<file path="config.mk">
export PLATFORM = sky130hd
export DESIGN_NAME = dimmer_serial_frame_receiver_unit
export DESIGN_NICKNAME = d
export VERILOG_FILES = /design/src/dsfr_pkg.sv /design/src/dsfr_parser.sv /design/src/dsfr_divider.sv /design/src/dimmer_serial_frame_receiver_unit.sv
export SDC_FILE = /design/constraint.sdc
export NUM_CORES = 1
export LEC_CHECK = 0
export ABC_AREA = 1
export BUFFER_PORTS_ARGS = -buffer_cell sky130_fd_sc_hd__clkbuf_2
export CORE_MARGIN = 2
export CORE_UTILIZATION = 35
export CTS_BUF_LIST = sky130_fd_sc_hd__clkbuf_16
export DETAILED_ROUTE_END_ITERATION = 8
export GPL_ROUTABILITY_DRIVEN = 0
export GPL_TIMING_DRIVEN = 0
export PLACE_DENSITY = 0.56
export SYNTH_ARGS = -nofsm -noshare
export SYNTH_HDL_FRONTEND = slang
export SYNTH_HIERARCHICAL = 1
export SYNTH_SLANG_ARGS = --single-unit
</file>
<file path="constraint.sdc">
create_clock -name clk_i -period 7.5 [get_ports clk_i]
set_clock_uncertainty 0.15 [all_clocks]
set_input_delay 0 -clock clk_i [delete_from_list [all_inputs] [get_ports clk_i]]
set_output_delay 0 -clock clk_i [all_outputs]
set_load 0.01 [all_outputs]
</file>
<file path="src/dsfr_pkg.sv">
// Shared types and constants for the dimmer serial frame receiver.
package dsfr_pkg;

  localparam logic [7:0] SYNC_FIRST      = 8'h55;
  localparam logic [7:0] SYNC_SECOND     = 8'hAA;
  localparam logic [5:0] MAX_FRAME_BYTES = 6'd52;
  localparam logic [5:0] DATA_IDX_FOUR   = 6'd4;
  localparam logic [5:0] DATA_IDX_SEVEN  = 6'd7;
  localparam logic [7:0] CMD_ACK         = 8'd5;
  localparam logic [7:0] CMD_STATE       = 8'd7;
  localparam logic [15:0] LEN_SWITCH     = 16'd5;
  localparam logic [15:0] LEN_LEVEL      = 16'd8;
  localparam logic [6:0] PCT_FULL        = 7'd100;

  localparam int NUM_W  = 15;
  localparam int SPAN_W = 8;
  localparam int STEP_W = 4;
  localparam logic [STEP_W-1:0] LAST_STEP = STEP_W'(NUM_W - 1);

  typedef enum logic [2:0] {
    PH_HUNT_FIRST,
    PH_HUNT_SECOND,
    PH_VERSION,
    PH_COMMAND,
    PH_LEN_HIGH,
    PH_LEN_LOW,
    PH_BODY
  } parse_phase_e;

  typedef enum logic [1:0] {
    EV_IGNORED,
    EV_ACK,
    EV_SWITCH,
    EV_LEVEL
  } event_kind_e;

  typedef enum logic [1:0] {
    CS_IDLE,
    CS_SCALE,
    CS_DIV,
    CS_OUT
  } ctrl_state_e;

  typedef enum logic {
    CFG_LEVEL_MIN,
    CFG_LEVEL_MAX
  } cfg_reg_e;

  typedef struct packed {
    logic        done;
    logic [7:0]  command;
    logic [15:0] length;
    event_kind_e kind;
    logic        light_on;
    logic [7:0]  raw_level;
  } frame_t;

endpackage

</file>
<file path="src/dsfr_parser.sv">
// Byte-level frame parser that tracks the header and counts body bytes.
module dsfr_parser (
  input  logic              clk_i,
  input  logic              rst_ni,
  input  logic              byte_take_i,
  input  logic [7:0]        rx_byte_i,
  output dsfr_pkg::frame_t  frame_o
);

  dsfr_pkg::parse_phase_e phase_q, phase_d;
  logic [7:0]  command_q, command_d;
  logic [15:0] length_q, length_d;
  logic [5:0]  count_q, count_d;
  logic [7:0]  four_q, four_d;
  logic [7:0]  seven_q, seven_d;
  logic [5:0]  count_inc;
  logic        body_end;

  always_ff @(posedge clk_i or negedge rst_ni) begin
    if (!rst_ni) begin
      phase_q   <= dsfr_pkg::PH_HUNT_FIRST;
      command_q <= '0;
      length_q  <= '0;
      count_q   <= '0;
      four_q    <= '0;
      seven_q   <= '0;
    end else if (byte_take_i) begin
      phase_q   <= phase_d;
      command_q <= command_d;
      length_q  <= length_d;
      count_q   <= count_d;
      four_q    <= four_d;
      seven_q   <= seven_d;
    end
  end

  always_comb begin
    phase_d   = phase_q;
    command_d = command_q;
    length_d  = length_q;
    count_d   = count_q;
    four_d    = (count_q == dsfr_pkg::DATA_IDX_FOUR) ? rx_byte_i : four_q;
    seven_d   = (count_q == dsfr_pkg::DATA_IDX_SEVEN) ? rx_byte_i : seven_q;
    count_inc = count_q + 6'd1;
    body_end  = ({10'd0, count_inc} > length_q) ||
                (count_inc >= dsfr_pkg::MAX_FRAME_BYTES);

    frame_o          = '0;
    frame_o.command  = command_q;
    frame_o.length   = length_q;
    frame_o.kind     = dsfr_pkg::EV_IGNORED;
    frame_o.raw_level = seven_d;

    if (command_q == dsfr_pkg::CMD_ACK) begin
      frame_o.kind = dsfr_pkg::EV_ACK;
    end else if (command_q == dsfr_pkg::CMD_STATE) begin
      if (length_q == dsfr_pkg::LEN_SWITCH) begin
        frame_o.kind     = dsfr_pkg::EV_SWITCH;
        frame_o.light_on = (four_d != 8'd0);
      end else if (length_q == dsfr_pkg::LEN_LEVEL) begin
        frame_o.kind = dsfr_pkg::EV_LEVEL;
      end
    end

    case (phase_q)
      dsfr_pkg::PH_HUNT_FIRST: begin
        four_d  = four_q;
        seven_d = seven_q;
        if (rx_byte_i == dsfr_pkg::SYNC_FIRST) phase_d = dsfr_pkg::PH_HUNT_SECOND;
      end
      dsfr_pkg::PH_HUNT_SECOND: begin
        four_d  = four_q;
        seven_d = seven_q;
        if (rx_byte_i == dsfr_pkg::SYNC_SECOND) phase_d = dsfr_pkg::PH_VERSION;
      end
      dsfr_pkg::PH_VERSION: begin
        four_d  = four_q;
        seven_d = seven_q;
        phase_d = dsfr_pkg::PH_COMMAND;
      end
      dsfr_pkg::PH_COMMAND: begin
        four_d    = four_q;
        seven_d   = seven_q;
        command_d = rx_byte_i;
        phase_d   = dsfr_pkg::PH_LEN_HIGH;
      end
      dsfr_pkg::PH_LEN_HIGH: begin
        four_d   = four_q;
        seven_d  = seven_q;
        length_d = {rx_byte_i, 8'd0};
        phase_d  = dsfr_pkg::PH_LEN_LOW;
      end
      dsfr_pkg::PH_LEN_LOW: begin
        four_d   = four_q;
        seven_d  = seven_q;
        length_d = {length_q[15:8], rx_byte_i};
        count_d  = '0;
        phase_d  = dsfr_pkg::PH_BODY;
      end
      dsfr_pkg::PH_BODY: begin
        count_d = count_inc;
        if (body_end) begin
          frame_o.done = 1'b1;
          phase_d      = dsfr_pkg::PH_HUNT_FIRST;
          count_d      = '0;
          length_d     = '0;
        end
      end
      default: begin
        four_d  = four_q;
        seven_d = seven_q;
        phase_d = dsfr_pkg::PH_HUNT_FIRST;
      end
    endcase
  end

endmodule

</file>
<file path="src/dsfr_divider.sv">
// Restoring divider that produces one quotient bit per cycle.
module dsfr_divider (
  input  logic                          clk_i,
  input  logic                          rst_ni,
  input  logic                          start_i,
  input  logic [dsfr_pkg::NUM_W-1:0]    dividend_i,
  input  logic [dsfr_pkg::SPAN_W-1:0]   divisor_i,
  output logic                          done_o,
  output logic [dsfr_pkg::NUM_W-1:0]    quotient_o
);

  logic                          busy_q, busy_d;
  logic                          done_q, done_d;
  logic [dsfr_pkg::STEP_W-1:0]   step_q, step_d;
  logic [dsfr_pkg::SPAN_W-1:0]   rem_q, rem_d;
  logic [dsfr_pkg::NUM_W-1:0]    dq_q, dq_d;
  logic [dsfr_pkg::SPAN_W-1:0]   dvs_q, dvs_d;
  logic [dsfr_pkg::SPAN_W:0]     shifted;
  logic [dsfr_pkg::SPAN_W:0]     diff;
  logic                          fits;

  always_ff @(posedge clk_i or negedge rst_ni) begin
    if (!rst_ni) begin
      busy_q <= 1'b0;
      done_q <= 1'b0;
      step_q <= '0;
    end else begin
      busy_q <= busy_d;
      done_q <= done_d;
      step_q <= step_d;
    end
  end

  always_ff @(posedge clk_i) begin
    rem_q <= rem_d;
    dq_q  <= dq_d;
    dvs_q <= dvs_d;
  end

  always_comb begin
    busy_d  = busy_q;
    done_d  = 1'b0;
    step_d  = step_q;
    rem_d   = rem_q;
    dq_d    = dq_q;
    dvs_d   = dvs_q;
    shifted = {rem_q, dq_q[dsfr_pkg::NUM_W-1]};
    diff    = shifted - {1'b0, dvs_q};
    fits    = (shifted >= {1'b0, dvs_q});
    if (start_i) begin
      busy_d = 1'b1;
      step_d = '0;
      rem_d  = '0;
      dq_d   = dividend_i;
      dvs_d  = divisor_i;
    end else if (busy_q) begin
      rem_d  = fits ? diff[dsfr_pkg::SPAN_W-1:0] : shifted[dsfr_pkg::SPAN_W-1:0];
      dq_d   = {dq_q[dsfr_pkg::NUM_W-2:0], fits};
      step_d = step_q + 1'b1;
      if (step_q == dsfr_pkg::LAST_STEP) begin
        busy_d = 1'b0;
        done_d = 1'b1;
      end
    end
  end

  assign done_o     = done_q;
  assign quotient_o = dq_q;

endmodule

</file>
<file path="src/dimmer_serial_frame_receiver_unit.sv">
// Top level of the dimmer serial frame receiver: sequencer, level scaling and output word.
// A byte that does not end a frame leaves the block ready again in the next cycle. A
// byte that ends a frame makes an output word valid in the next cycle, except for a
// level report, whose mapping runs the scaling state and then the restoring divider,
// so its word appears after the divider is done. When the raw level equals level_min,
// lies on the far side of it from level_max, or the range has zero width, the divider
// is skipped and the level report goes from the scaling state straight to the output
// state. No byte is taken while a word is pending; the block is ready again in the
// cycle after the word is taken.
module dimmer_serial_frame_receiver_unit (
  input  logic        clk_i,
  input  logic        rst_ni,
  input  logic        cfg_we_i,
  input  logic        cfg_idx_i,
  input  logic [7:0]  cfg_data_i,
  input  logic        in_valid_i,
  output logic        in_ready_o,
  input  logic [7:0]  rx_byte_i,
  output logic        out_valid_o,
  input  logic        out_ready_i,
  output logic [7:0]  frame_command_o,
  output logic [15:0] frame_length_o,
  output logic [1:0]  event_kind_o,
  output logic        light_on_o,
  output logic [6:0]  level_percent_o
);

  dsfr_pkg::ctrl_state_e state_q, state_d;
  dsfr_pkg::frame_t      frame;
  logic [7:0]  level_min_q, level_max_q;
  logic [7:0]  command_q, command_d;
  logic [15:0] length_q, length_d;
  dsfr_pkg::event_kind_e kind_q, kind_d;
  logic        on_q, on_d;
  logic [6:0]  pct_q, pct_d;
  logic [7:0]  raw_q, raw_d;
  logic        byte_take;
  logic        div_start;
  logic        div_done;
  logic [dsfr_pkg::NUM_W-1:0]  div_quot;
  logic signed [8:0]  diff_s;
  logic signed [8:0]  span_s;
  logic signed [15:0] num_s;
  logic [dsfr_pkg::NUM_W-1:0]  num_mag;
  logic [dsfr_pkg::SPAN_W-1:0] span_mag;

  assign byte_take = in_valid_i && in_ready_o;

  dsfr_parser u_parser (
    .clk_i       (clk_i),
    .rst_ni      (rst_ni),
    .byte_take_i (byte_take),
    .rx_byte_i   (rx_byte_i),
    .frame_o     (frame)
  );

  dsfr_divider u_divider (
    .clk_i      (clk_i),
    .rst_ni     (rst_ni),
    .start_i    (div_start),
    .dividend_i (num_mag),
    .divisor_i  (span_mag),
    .done_o     (div_done),
    .quotient_o (div_quot)
  );

  always_ff @(posedge clk_i or negedge rst_ni) begin
    if (!rst_ni) begin
      level_min_q <= 8'd0;
      level_max_q <= 8'd255;
    end else if (cfg_we_i) begin
      case (cfg_idx_i)
        dsfr_pkg::CFG_LEVEL_MIN: level_min_q <= cfg_data_i;
        dsfr_pkg::CFG_LEVEL_MAX: level_max_q <= cfg_data_i;
        default: level_min_q <= level_min_q;
      endcase
    end
  end

  always_ff @(posedge clk_i or negedge rst_ni) begin
    if (!rst_ni) begin
      state_q <= dsfr_pkg::CS_IDLE;
    end else begin
      state_q <= state_d;
    end
  end

  always_ff @(posedge clk_i) begin
    command_q <= command_d;
    length_q  <= length_d;
    kind_q    <= kind_d;
    on_q      <= on_d;
    pct_q     <= pct_d;
    raw_q     <= raw_d;
  end

  always_comb begin
    diff_s   = $signed({1'b0, raw_q}) - $signed({1'b0, level_min_q});
    span_s   = $signed({1'b0, level_max_q}) - $signed({1'b0, level_min_q});
    num_s    = 16'(diff_s) * 16'sd100;
    num_mag  = num_s[15] ? dsfr_pkg::NUM_W'(-num_s) : num_s[dsfr_pkg::NUM_W-1:0];
    span_mag = span_s[8] ? dsfr_pkg::SPAN_W'(-span_s) : span_s[dsfr_pkg::SPAN_W-1:0];
  end

  always_comb begin
    state_d   = state_q;
    command_d = command_q;
    length_d  = length_q;
    kind_d    = kind_q;
    on_d      = on_q;
    pct_d     = pct_q;
    raw_d     = raw_q;
    div_start = 1'b0;
    in_ready_o  = 1'b0;
    out_valid_o = 1'b0;
    case (state_q)
      dsfr_pkg::CS_IDLE: begin
        in_ready_o = 1'b1;
        if (in_valid_i && frame.done) begin
          command_d = frame.command;
          length_d  = frame.length;
          kind_d    = frame.kind;
          on_d      = frame.light_on;
          raw_d     = frame.raw_level;
          pct_d     = '0;
          state_d   = (frame.kind == dsfr_pkg::EV_LEVEL) ? dsfr_pkg::CS_SCALE
                                                         : dsfr_pkg::CS_OUT;
        end
      end
      dsfr_pkg::CS_SCALE: begin
        if (span_s == 9'sd0 || diff_s == 9'sd0 || (diff_s[8] != span_s[8])) begin
          state_d = dsfr_pkg::CS_OUT;
        end else begin
          div_start = 1'b1;
          state_d   = dsfr_pkg::CS_DIV;
        end
      end
      dsfr_pkg::CS_DIV: begin
        if (div_done) begin
          pct_d   = (div_quot > dsfr_pkg::NUM_W'(dsfr_pkg::PCT_FULL)) ? dsfr_pkg::PCT_FULL
                                                                      : div_quot[6:0];
          state_d = dsfr_pkg::CS_OUT;
        end
      end
      dsfr_pkg::CS_OUT: begin
        out_valid_o = 1'b1;
        if (out_ready_i) state_d = dsfr_pkg::CS_IDLE;
      end
      default: begin
        state_d = dsfr_pkg::CS_IDLE;
      end
    endcase
  end

  assign frame_command_o = command_q;
  assign frame_length_o  = length_q;
  assign event_kind_o    = kind_q;
  assign light_on_o      = on_q;
  assign level_percent_o = pct_q;

  a_no_overlap: assert property (@(posedge clk_i) disable iff (!rst_ni)
    !(in_ready_o && out_valid_o))
    else $error("Input taken while an output word is pending.");

  a_div_in_place: assert property (@(posedge clk_i) disable iff (!rst_ni)
    div_done |-> (state_q == dsfr_pkg::CS_DIV))
    else $error("Divider finished outside the divide state.");

  a_pct_range: assert property (@(posedge clk_i) disable iff (!rst_ni)
    out_valid_o |-> (level_percent_o <= dsfr_pkg::PCT_FULL))
    else $error("Level percent above full scale.");

  a_pct_unused: assert property (@(posedge clk_i) disable iff (!rst_ni)
    (out_valid_o && (event_kind_o != dsfr_pkg::EV_LEVEL)) |-> (level_percent_o == 7'd0))
    else $error("Level percent set for a word that is not a level report.");

endmodule
</file>
==> results.sh, run 1 <==
export IMPL_status="finished, final reports clean"
export IMPL_slew_violations=0
export IMPL_drt_iter0_markers=500
export IMPL_worst_slew_pin_transition_ns=0.8920
export IMPL_critical_path_arrival_ns=4.88
export IMPL_htree_num_levels=4
export IMPL_finalCriticalPeriod_ns=4.847
export IMPL_final_setup_viol_count=0
export IMPL_grt_util_all_layers=0.1593
export IMPL_cpMostUsedCell="sky130_fd_sc_hd__nand2_1"
export IMPL_timing_critical_path_cells="ha_1 > inv_1 > fa_1 > nand2_1 > nand2_1 > nand2_2 > or2_2 > nand2_1 > ha_1 > fa_1 > ha_1 > ha_1 > a21oi_1 > nand2_1 > a21oi_1 > xor2_2 > buf_6 > nand2_2 > xnor2_2 > nand2_1 > nand2_1"
export IMPL_synth_main_ff_cell="sky130_fd_sc_hd__edfxtp_1"
export IMPL_drc_errors=0
export IMPL_clock_latency_late_sink_ns=0.42
export IMPL_cts_repair_resize_count=0
export IMPL_mean_cell_area_of_the_mapped_netlist_sq_um=8.283
export IMPL_holdPathStages=4
export IMPL_holdCritPathClass="in -> reg"
export IMPL_cap_violations=0
export IMPL_grt_ovfl_total=0
export IMPL_cp_end_kind="flop"
export IMPL_cts_tree="built"
export IMPL_tritoncts_num_buffers=17
export IMPL_grt_start_max_net_pins=49
export IMPL_tritoncts_num_sinks=146
export IMPL_timing_final_hold_violations=0
export IMPL_cp_start_kind="flop"
export IMPL_yosys_area_top_type_share=0.2162
export IMPL_initial_core_utilization=0.3575
export IMPL_number_of_synthesized_flops_with_an_enable_pin=65
export IMPL_first_global_vias=7061
export IMPL_asyncSetResetFlopFracSynth=0.5000
export IMPL_totalWireLength_microns=20310
export IMPL_dp_final_hpwl_microns=15600
export IMPL_synth_warnings=6
export IMPL_synth_largest_area_cell="sky130_fd_sc_hd__edfxtp_1"
export IMPL_postLayoutCellArea_sq_um=10710
export IMPL_dr_pass1_iters=5
export IMPL_p_per_area_nw_per_um2=346.0
export IMPL_critPathTopFamily="adder cells"
export IMPL_rsz0062_at_grt="false"
export IMPL_register_bit_count_reported_by_yosys=146
export IMPL_die_area_sq_um=27100
export IMPL_r2r_start="level_min_q[0]"
export IMPL_critical_path_slowest_cell="sky130_fd_sc_hd__fa_1"
export IMPL_mappedNetlistArea_sq_um=9029
export IMPL_critPathMaxStageDelay_ns=0.46
export IMPL_post_route_cells_drive_above_1_share=0.1255
export IMPL_areaGrowthSynthToFinish_pct=18.67
export IMPL_die_height_microns=164.6
export IMPL_synth_area_leaders="sky130_fd_sc_hd__edfxtp_1 22%, sky130_fd_sc_hd__dfrtp_1 18%, sky130_fd_sc_hd__nand2_1 14%, sky130_fd_sc_hd__ha_1 9.4%, sky130_fd_sc_hd__inv_1 5.6%"
export IMPL_final_min_period_over_clock_period=0.6462
export IMPL_num_rows=58
export IMPL_reg2reg_slack_ns=2.65
export IMPL_finish_utilization=0.4242
export IMPL_worst_path_max_fanout=10
export IMPL_layout_cells_most_common_list="348 x sky130_fd_sc_hd__nand2_1, 135 x sky130_fd_sc_hd__inv_1, 77 x sky130_fd_sc_hd__nor2_1, 68 x sky130_fd_sc_hd__ha_1"
export IMPL_cp_num_cells=21
export IMPL_critPathBufInv=2
export IMPL_antenna_cells_inserted=0
export IMPL_hp_start="cfg_data_i[7]"
export IMPL_seq_area_frac_synth=0.4374
export IMPL_vdd_drop_max_mv=0.1939
export IMPL_clock_root_buffer="sky130_fd_sc_hd__clkbuf_16"
export IMPL_viasPerCell=4.695
export IMPL_setup_total_negative_slack_ns=0
export IMPL_syn_inst_count=1090
export IMPL_max_clock_freq_ghz=0.2063
export IMPL_worstSetupStartpoint="level_min_q[0]"
export IMPL_post_dp_cell_area_sq_um=9796
export IMPL_grt_first_pass_wirelength_microns=34020
export IMPL_dieWidth_microns=164.6
export IMPL_finish_net_count=1296
export IMPL_cts_path_max_buffers=2
export IMPL_design_core_area_sq_um=25250
export IMPL_worst_r2r_path_depth=21
export IMPL_layout_commonest_cell="sky130_fd_sc_hd__nand2_1"
export IMPL_number_of_vias_in_the_routed_layout=7235
export IMPL_detail_route_wl_per_cell_microns=13.18
export IMPL_ioPinCount=58
export IMPL_antenna_found_initial=0
export IMPL_io_buffer_count=57
export IMPL_ant_nets=0
export IMPL_ys_types=54
export IMPL_crit_type="reg -> reg"
export IMPL_worstPathRequired_ns=7.53
export IMPL_cts_reportedPaths_clkPinSlew_ns=0.07
export IMPL_slew_headroom=0.4041
export IMPL_total_leakage_power_nw=5.292
==> state kept, by name (all words and copies together), names as in the netlist <==
register,flops
raw_q,8
u_parser/command_q,8
level_percent_o,7
event_kind_o,2
level_max_q,8
frame_command_o,8
state_q,2
frame_length_o,16
u_divider/done_o,1
u_divider/busy_q,1
light_on_o,1
u_parser/length_q,16
u_parser/four_q,8
level_min_q,8
u_parser/count_q,6
u_divider/rem_q,8
u_divider/dvs_q,8
u_parser/seven_q,8
u_divider/step_q,4
u_divider/quotient_o,15
u_parser/phase_q,3
==> kinds of logic after synthesis <==
family          Yosys count  synth area share
other cells               1         0.0004153
compound gates          102           0.06306
xor+xnor                 35           0.03645
buf+inv                 160           0.07054
simple gates            569            0.2790
fa+ha+maj                76            0.1120
flops                   146            0.4374
mux                       1          0.001247
==> worst paths after layout <==
check                                     endpoint
hold reg to reg                 u_divider/rem_q[1]
min in group asynchronous               state_q[0]
setup reg to reg           u_divider/quotient_o[6]
hold / removal                      level_max_q[7]
setup / recovery           u_divider/quotient_o[6]
max in group asynchronous           level_max_q[4]
==> layer usage <==
| metal | share of wire | GRT usage | wire, microns | vias to the layer above |
|---|---|---|---|---|
| met5 | 0 | 0 | 0 | - |
| li1 | - | - | - | 3778 |
| met2 | 0.46 | 0.2611 | 9368 | 137 |
| met3 | 0.039 | 0.02737 | 799 | 20 |
| met4 | 0.013 | 0.04743 | 267 | 0 |
| met1 | 0.49 | 0.2162 | 9876 | 3300 |
==> worst min-delay path: stages <==
cell and delay (ns):
sky130_fd_sc_hd__dlygate4sd3_1 0.53, sky130_fd_sc_hd__clkbuf_2 0.10, sky130_fd_sc_hd__inv_1 0.06, sky130_fd_sc_hd__o21ai_0 0.08
==> layout make-up <==
type,count,area [sq um]
plain buffers,19,107.6
fillers,2499,14540
repair buffers,88,643.1
flip-flops and latches,146,3949
multi-input cells,785,4454
clock inverters,13,142.6
clock buffers,19,475.5
inverters,141,529.3
well taps,330,412.9
==> metrics by stage <==
| stage | std cells | hold slack [ns] | power (mW) | setup slack [ns] |
|---|---|---|---|---|
| CTS | 1541 | 0.1937 | 3.746 | 2.554 |
| global route | 1541 | 0.2291 | 4.067 | 2.301 |
| detailed placement | 1480 | -0.1512 | 2.830 | 2.574 |
| floorplan | 1091 | -0.4456 | 2.476 | 3.138 |
| finish | 1541 | 0.2185 | 3.708 | 2.654 |
| global placement | 1478 | 0.08283 | 2.811 | 2.647 |
==> timing repair <==
action	in CTS	in global routing
hold endpoints to repair	110	0
hold buffers	29	0
buffers inserted	0	0
endpoints found under the setup margin	0	0
==> cell usage after synthesis, types with 2 or more instances <==
cell type / n
sky130_fd_sc_hd__a21o_1: 3
sky130_fd_sc_hd__a21oi_1: 33
sky130_fd_sc_hd__a31oi_1: 2
sky130_fd_sc_hd__buf_2: 5
sky130_fd_sc_hd__buf_6: 4
sky130_fd_sc_hd__clkbuf_1: 9
sky130_fd_sc_hd__dfrtp_1: 65
sky130_fd_sc_hd__dfstp_2: 8
sky130_fd_sc_hd__dfxtp_1: 8
sky130_fd_sc_hd__edfxtp_1: 65
sky130_fd_sc_hd__fa_1: 8
sky130_fd_sc_hd__ha_1: 68
sky130_fd_sc_hd__inv_1: 134
sky130_fd_sc_hd__inv_2: 6
sky130_fd_sc_hd__nand2_1: 348
sky130_fd_sc_hd__nand2_2: 10
sky130_fd_sc_hd__nand3_1: 47
sky130_fd_sc_hd__nand3_2: 6
sky130_fd_sc_hd__nand3b_1: 10
sky130_fd_sc_hd__nand4_1: 37
sky130_fd_sc_hd__nor2_1: 78
sky130_fd_sc_hd__nor2_2: 2
sky130_fd_sc_hd__nor2_4: 3
sky130_fd_sc_hd__nor3_1: 11
sky130_fd_sc_hd__nor4_1: 3
sky130_fd_sc_hd__o21ai_0: 49
sky130_fd_sc_hd__o21ai_1: 4
sky130_fd_sc_hd__o21bai_1: 2
sky130_fd_sc_hd__or2_1: 2
sky130_fd_sc_hd__or2_2: 5
sky130_fd_sc_hd__xnor2_1: 9
sky130_fd_sc_hd__xor2_1: 23
sky130_fd_sc_hd__xor2_2: 2
==> where the power goes <==
| part | total [mW] | internal (mW) | switching (mW) |
|---|---|---|---|
| sequential | 1.10 | 1.02 | 0.0813 |
| combinational | 1.72 | 0.686 | 1.04 |
| clock | 0.886 | 0.536 | 0.351 |
Power figures use the tool's default switching activity.
==> run 2: changes to the inputs <==
Clock period 7.5 ns to 4.9 ns, I/O delays scaled along.
==> run 2 against run 1 <==
Critical path depth rose by 2. Non-clock buffer count up 2. Setup slack got worse by 2.3 ns. Die area is the same. Critical path type unchanged. Highest routed layer unchanged.
==> results.sh, run 2 (synthesis results as in run 1) <==
export IMPL_status="finished, final reports clean"
export IMPL_drc_errors=0
export IMPL_vdd_drop_max_mv=0.2768
export IMPL_slew_headroom=0.4043
export IMPL_rsz0062_at_grt="false"
export IMPL_cts_tree="built"
export IMPL_design_core_area_sq_um=25250
export IMPL_dieWidth_microns=164.6
export IMPL_htree_num_levels=4
export IMPL_critical_path_slowest_cell="sky130_fd_sc_hd__fa_1"
export IMPL_slew_violations=0
export IMPL_initial_core_utilization=0.3575
export IMPL_critPathMaxStageDelay_ns=0.46
export IMPL_io_buffer_count=57
export IMPL_final_setup_viol_count=0
export IMPL_worstPathRequired_ns=4.93
export IMPL_grt_first_pass_wirelength_microns=34020
export IMPL_dp_final_hpwl_microns=15600
export IMPL_final_min_period_over_clock_period=0.9342
export IMPL_die_height_microns=164.6
export IMPL_worst_hold_slack_ns=0.2201
export IMPL_grt_util_all_layers=0.1593
export IMPL_ioPinCount=58
export IMPL_p_per_area_nw_per_um2=550.2
export IMPL_cts_reportedPaths_clkPinSlew_ns=0.07
export IMPL_max_clock_freq_ghz=0.2184
export IMPL_critical_path_arrival_ns=4.61
export IMPL_grt_start_max_net_pins=49
export IMPL_finish_net_count=1298
export IMPL_drt_iter0_markers=494
export IMPL_antenna_cells_inserted=0
export IMPL_post_dp_cell_area_sq_um=9796
export IMPL_total_leakage_power_nw=5.339
export IMPL_totalWireLength_microns=20350
export IMPL_areaGrowthSynthToFinish_pct=19.55
export IMPL_crit_type="reg -> reg"
export IMPL_die_area_sq_um=27100
export IMPL_layout_commonest_cell="sky130_fd_sc_hd__nand2_1"
export IMPL_worst_path_max_fanout=10
export IMPL_num_fill_cells=2493
export IMPL_viasPerCell=4.699
export IMPL_clock_root_buffer="sky130_fd_sc_hd__clkbuf_16"
export IMPL_detail_route_wl_per_cell_microns=13.19
export IMPL_cts_path_max_buffers=2
export IMPL_number_of_vias_in_the_routed_layout=7251
export IMPL_antenna_found_initial=0
export IMPL_postLayoutCellArea_sq_um=10790
export IMPL_first_global_vias=7061
export IMPL_tritoncts_num_sinks=146
export IMPL_holdCritPathClass="in -> reg"
export IMPL_ant_nets=0
export IMPL_layout_cells_most_common_list="346 x sky130_fd_sc_hd__nand2_1, 133 x sky130_fd_sc_hd__inv_1, 76 x sky130_fd_sc_hd__nor2_1"
export IMPL_worst_slew_pin_transition_ns=0.8917
export IMPL_num_rows=58
export IMPL_timing_final_hold_violations=0
export IMPL_tritoncts_num_buffers=17
export IMPL_cp_end_kind="flop"
export IMPL_dr_pass1_iters=5
export IMPL_grt_ovfl_total=0
export IMPL_post_route_cells_drive_above_1_share=0.1377
export IMPL_timing_critical_path_cells="ha_1 > inv_1 > fa_1 > nand2_1 > nand2_1 > nand3b_1 > nand2_1 > nand2_1 > nand2_2 > ha_1 > fa_1 > ha_1 > ha_2 > a21oi_1 > o21ai_1 > a21oi_2 > xor2_2 > buf_4 > buf_6 > nand2_2 > xnor2_2 > nand2_1 > nand2_1"
export IMPL_critPathBufInv=3
export IMPL_cpMostUsedCell="sky130_fd_sc_hd__nand2_1"
export IMPL_clock_latency_late_sink_ns=0.42
export IMPL_finalCriticalPeriod_ns=4.578
export IMPL_critPathTopFamily="adder cells"
export IMPL_cap_violations=0
export IMPL_cp_start_kind="flop"
## run 2: cell count changes in the layout (fill, tap and decap cells not counted), moves of 2 or more
cell,before,now
sky130_fd_sc_hd__a21oi_2,1,3
sky130_fd_sc_hd__ha_1,68,65
sky130_fd_sc_hd__ha_4,0,2
sky130_fd_sc_hd__nand2_1,348,346
sky130_fd_sc_hd__a21oi_1,33,31
sky130_fd_sc_hd__inv_2,6,8
sky130_fd_sc_hd__nand2_2,10,12
sky130_fd_sc_hd__buf_4,0,2
sky130_fd_sc_hd__xnor2_2,1,3
sky130_fd_sc_hd__inv_1,135,133
sky130_fd_sc_hd__xnor2_1,9,7
## run 2: stage by stage
| step | setup TNS (ns) | instances | power [mW] | util | worst slack [ns] |
|---|---|---|---|---|---|
| final | 0 | 1543 | 5.938 | 0.4274 | 0.3222 |
| after detailed placement | -0.3844 | 1480 | 4.441 | 0.3879 | -0.02617 |
| after CTS | 0 | 1541 | 5.845 | 0.4242 | 0.007855 |
| after global placement | 0 | 1478 | 4.411 | 0.3853 | 0.04679 |
| after floorplan | 0 | 1091 | 3.882 | - | 0.5379 |
| after global routing | 0 | 1543 | 6.509 | 0.4274 | 0.001564 |
## run 2: path summary, 6_finish.rpt
path	startpoint	to	slack [ns]	depth (start not counted)
min in group asynchronous	rst_ni	state_q[0]	0.50	4
min reg2reg	u_divider/rem_q[1]	u_divider/rem_q[1]	0.33	2
max in group asynchronous	rst_ni	level_max_q[0]	3.76	4
min	cfg_data_i[7]	level_max_q[7]	0.22	4
max reg2reg	level_min_q[0]	u_divider/quotient_o[6]	0.32	23
max	level_min_q[0]	u_divider/quotient_o[6]	0.32	23
## run 2: final cells by class
class,count,area (sq um),area share
multi-input cells,785,4519,0.4187
inverters,141,529.3,0.04903
well taps,330,412.9,0.03825
clock buffers,19,475.5,0.04405
plain buffers,19,107.6,0.009969
flip-flops and latches,146,3949,0.3658
clock inverters,13,142.6,0.01321
repair buffers,90,658.1,0.06097
## run 2: where the power goes
| group | internal [mW] | switching (mW) |
|---|---|---|
| sequential | 1.57 | 0.125 |
| combinational | 1.20 | 1.69 |
| clock | 0.820 | 0.537 |
## run 2: repair_timing
item	CTS	global route
setup buffers	0	2
cloned	0	0
pin swaps	0	5
resized for setup	1	15
setup endpoints to repair	15	12
endpoints found under the hold margin	110	0
hold buffers	29	0
## run 2: per-layer routing
layer	share of wire	vias to the layer above	wire [microns]	track usage
li1	-	3781	-	-
met1	0.49	3323	9965	0.2162
met2	0.46	130	9369	0.2611
met3	0.038	17	766	0.02737
met4	0.012	0	251	0.04743
met5	0	-	0	0
## run 2: worst reg2reg max path, cell delays in order, from the launching register on
cell	delay [ns]
sky130_fd_sc_hd__dfrtp_1	0.42
sky130_fd_sc_hd__ha_1	0.17
sky130_fd_sc_hd__inv_1	0.06
sky130_fd_sc_hd__fa_1	0.38
sky130_fd_sc_hd__nand2_1	0.10
sky130_fd_sc_hd__nand2_1	0.09
sky130_fd_sc_hd__nand3b_1	0.11
sky130_fd_sc_hd__nand2_1	0.06
sky130_fd_sc_hd__nand2_1	0.09
sky130_fd_sc_hd__nand2_2	0.10
sky130_fd_sc_hd__ha_1	0.31
sky130_fd_sc_hd__fa_1	0.46
sky130_fd_sc_hd__ha_1	0.32
sky130_fd_sc_hd__ha_2	0.34
sky130_fd_sc_hd__a21oi_1	0.15
sky130_fd_sc_hd__o21ai_1	0.09
sky130_fd_sc_hd__a21oi_2	0.15
sky130_fd_sc_hd__xor2_2	0.14
sky130_fd_sc_hd__buf_4	0.16
sky130_fd_sc_hd__buf_6	0.16
sky130_fd_sc_hd__nand2_2	0.07
sky130_fd_sc_hd__xnor2_2	0.13
sky130_fd_sc_hd__nand2_1	0.08
sky130_fd_sc_hd__nand2_1	0.06
==> run 3: changes to the inputs <==
--- a/config.mk
+++ b/config.mk
@@ -12,2 +12,3 @@
 export CTS_BUF_LIST = sky130_fd_sc_hd__clkbuf_16
+export CTS_CLUSTER_SIZE = 24
 export DETAILED_ROUTE_END_ITERATION = 8
==> constraint.sdc (replaced) <==
create_clock -name clk_i -period 4.9 [get_ports clk_i]
set_clock_uncertainty 0.15 [all_clocks]
set_input_delay 0.49 -clock clk_i [delete_from_list [all_inputs] [get_ports clk_i]]
set_output_delay 0.49 -clock clk_i [all_outputs]
set_load 0.01 [all_outputs]
==> run 3 against run 2 <==
Count of clock-buffer cells in the layout did not move. Wire length shrank 0.82%. Critical path type unchanged. Combinational power about the same. Cell count decreased by 1.8%. Global-route usage shrank 0.092 points. Sequential share of layout area grew 1.0 points. Clock power about the same. Hold slack got worse by 0.078 ns. Power down 0.46%. Die area did not move. Via count is 1.4% lower. Final area decreased by 2.7%.
==> results.sh, run 3 (synthesis results as in run 1) <==
export IMPL_worst_hold_slack_ns=0.1421
export IMPL_antenna_found_initial=0
export IMPL_initial_core_utilization=0.3575
export IMPL_worst_path_max_fanout=10
export IMPL_areaGrowthSynthToFinish_pct=16.34
export IMPL_layout_commonest_cell="sky130_fd_sc_hd__nand2_1"
export IMPL_dr_pass1_iters=5
export IMPL_finish_net_count=1270
export IMPL_grt_start_max_net_pins=49
export IMPL_design_core_area_sq_um=25250
export IMPL_crit_type="reg -> reg"
export IMPL_reg2reg_slack_ns=0.31
export IMPL_num_rows=58
export IMPL_tritoncts_num_sinks=146
export IMPL_dieWidth_microns=164.6
export IMPL_clock_root_buffer="sky130_fd_sc_hd__clkbuf_16"
export IMPL_cts_reportedPaths_clkPinSlew_ns=0.07
export IMPL_dp_final_hpwl_microns=15600
export IMPL_htree_num_levels=4
export IMPL_finalCriticalPeriod_ns=4.589
export IMPL_first_global_vias=6980
export IMPL_total_leakage_power_nw=5.215
export IMPL_tritoncts_num_buffers=17
export IMPL_post_route_cells_drive_above_1_share=0.1401
export IMPL_slew_headroom=0.4038
export IMPL_timing_final_hold_violations=0
export IMPL_vdd_drop_max_mv=0.2777
export IMPL_cp_start_kind="flop"
export IMPL_antenna_cells_inserted=0
export IMPL_worst_r2r_path_depth=23
export IMPL_worstPathRequired_ns=4.93
export IMPL_cp_end_kind="flop"
export IMPL_worst_slew_pin_transition_ns=0.8924
export IMPL_critical_path_arrival_ns=4.62
export IMPL_finalNonFillerCells=1515
export IMPL_ant_nets=0
export IMPL_drc_errors=0
export IMPL_grt_util_all_layers=0.1584
export IMPL_cts_path_max_buffers=2
export IMPL_cap_violations=0
export IMPL_drt_iter0_markers=538
export IMPL_totalWireLength_microns=20190
export IMPL_rsz0062_at_grt="false"
export IMPL_p_per_area_nw_per_um2=562.8
export IMPL_final_setup_viol_count=0
export IMPL_cts_tree="built"
export IMPL_worstSetupStartpoint="level_min_q[0]"
export IMPL_max_clock_freq_ghz=0.2179
export IMPL_r2r_start="level_min_q[0]"
export IMPL_status="finished, final reports clean"
export IMPL_ioPinCount=58
export IMPL_detail_route_wl_per_cell_microns=13.32
export IMPL_viasPerCell=4.718
export IMPL_rr_endpoint="u_divider/quotient_o[6]"
export IMPL_hp_start="cfg_data_i[6]"
export IMPL_grt_first_pass_wirelength_microns=33790
export IMPL_die_area_sq_um=27100
export IMPL_num_fill_cells=2513
export IMPL_slew_violations=0
export IMPL_die_height_microns=164.6
export IMPL_clock_latency_late_sink_ns=0.42
export IMPL_io_buffer_count=57
export IMPL_grt_ovfl_total=0
export IMPL_placed_cells_incl_taps=1480
export IMPL_layout_cells_most_common_list="346 x sky130_fd_sc_hd__nand2_1, 133 x sky130_fd_sc_hd__inv_1, 76 x sky130_fd_sc_hd__nor2_1"
export IMPL_timing_critical_path_to="u_divider/quotient_o[6]"
export IMPL_holdCritPathClass="in -> reg"
export IMPL_finish_utilization=0.4159
export IMPL_number_of_vias_in_the_routed_layout=7148
export IMPL_final_min_period_over_clock_period=0.9365
## run 3: power by group
group	leakage (nW)	internal (mW)	switching [mW]	total [mW]
Combinational	3.26	1.18	1.69	2.87
Clock	0.307	0.820	0.534	1.35
Sequential	1.65	1.57	0.125	1.69
Total	5.21	3.56	2.35	5.91
## run 3: worst min path at each step
stage | end | slack, ns | depth (start not counted)
after detailed placement | frame_length_o[12] | 0.31 | 0
after floorplan | level_min_q[0] | 0.04 | 0
final | level_max_q[6] | 0.14 | 3
after CTS | level_max_q[6] | 0.13 | 3
after global routing | level_max_q[6] | 0.16 | 3
after global placement | u_parser/seven_q[2] | 0.31 | 2
## run 3: critical path: stages, from the launching register on
cell and delay (ns):
sky130_fd_sc_hd__dfrtp_1 0.42, sky130_fd_sc_hd__ha_1 0.17, sky130_fd_sc_hd__inv_1 0.06, sky130_fd_sc_hd__fa_1 0.38, sky130_fd_sc_hd__nand2_1 0.10, sky130_fd_sc_hd__nand2_1 0.09, sky130_fd_sc_hd__nand3b_1 0.11, sky130_fd_sc_hd__nand2_1 0.06
sky130_fd_sc_hd__nand2_1 0.09, sky130_fd_sc_hd__nand2_2 0.10, sky130_fd_sc_hd__ha_1 0.31, sky130_fd_sc_hd__fa_1 0.46, sky130_fd_sc_hd__ha_1 0.31, sky130_fd_sc_hd__ha_2 0.34, sky130_fd_sc_hd__a21oi_1 0.15, sky130_fd_sc_hd__o21ai_1 0.09
sky130_fd_sc_hd__a21oi_2 0.15, sky130_fd_sc_hd__xor2_2 0.14, sky130_fd_sc_hd__buf_4 0.16, sky130_fd_sc_hd__buf_6 0.16, sky130_fd_sc_hd__nand2_2 0.07, sky130_fd_sc_hd__xnor2_2 0.13, sky130_fd_sc_hd__nand2_1 0.09, sky130_fd_sc_hd__nand2_1 0.06
## run 3: what timing repair did
action                                 in CTS  in global routing
setup buffers                               0                  2
gates resized for setup                     1                 15
cloned                                      0                  0
endpoints found under the hold margin      25                  0
setup endpoints to repair                  15                 12
hold buffers                                1                  0
pin swaps                                   0                  5
## run 3: layout make-up
cell class	count	area, sq um	share of cell area
Clock inverter	13	142.6	0.01358
Clock buffer	19	475.5	0.04527
Sequential cell	146	3949	0.3759
Multi-Input combinational cell	785	4519	0.4303
Tap cell	330	412.9	0.03931
Buffer	19	107.6	0.01024
Inverter	141	529.3	0.05039
Timing Repair Buffer	62	367.9	0.03502
## run 3: through the flow
| step | worst slack [ns] | total power, mW | setup TNS (ns) | cell area, sq um |
|---|---|---|---|---|
| after detailed placement | -0.02617 | 4.441 | -0.3844 | 9796 |
| final | 0.3113 | 5.911 | 0 | 10500 |
| after global placement | 0.04679 | 4.411 | 0 | 9731 |
| after CTS | 0.007855 | 5.822 | 0 | 10420 |
| after global routing | 0.001564 | 6.484 | 0 | 10500 |
| after floorplan | 0.5379 | 3.882 | 0 | 9032 |
## run 3: routing by layer
layer  GRT usage  vias to the layer above  routed length (microns)
li1            -                     3724                        -
met1      0.2148                     3281                     9899
met2      0.2600                      129                     9310
met3     0.02788                       14                      750
met4     0.04585                        0                      225
met5           0                        -                        0
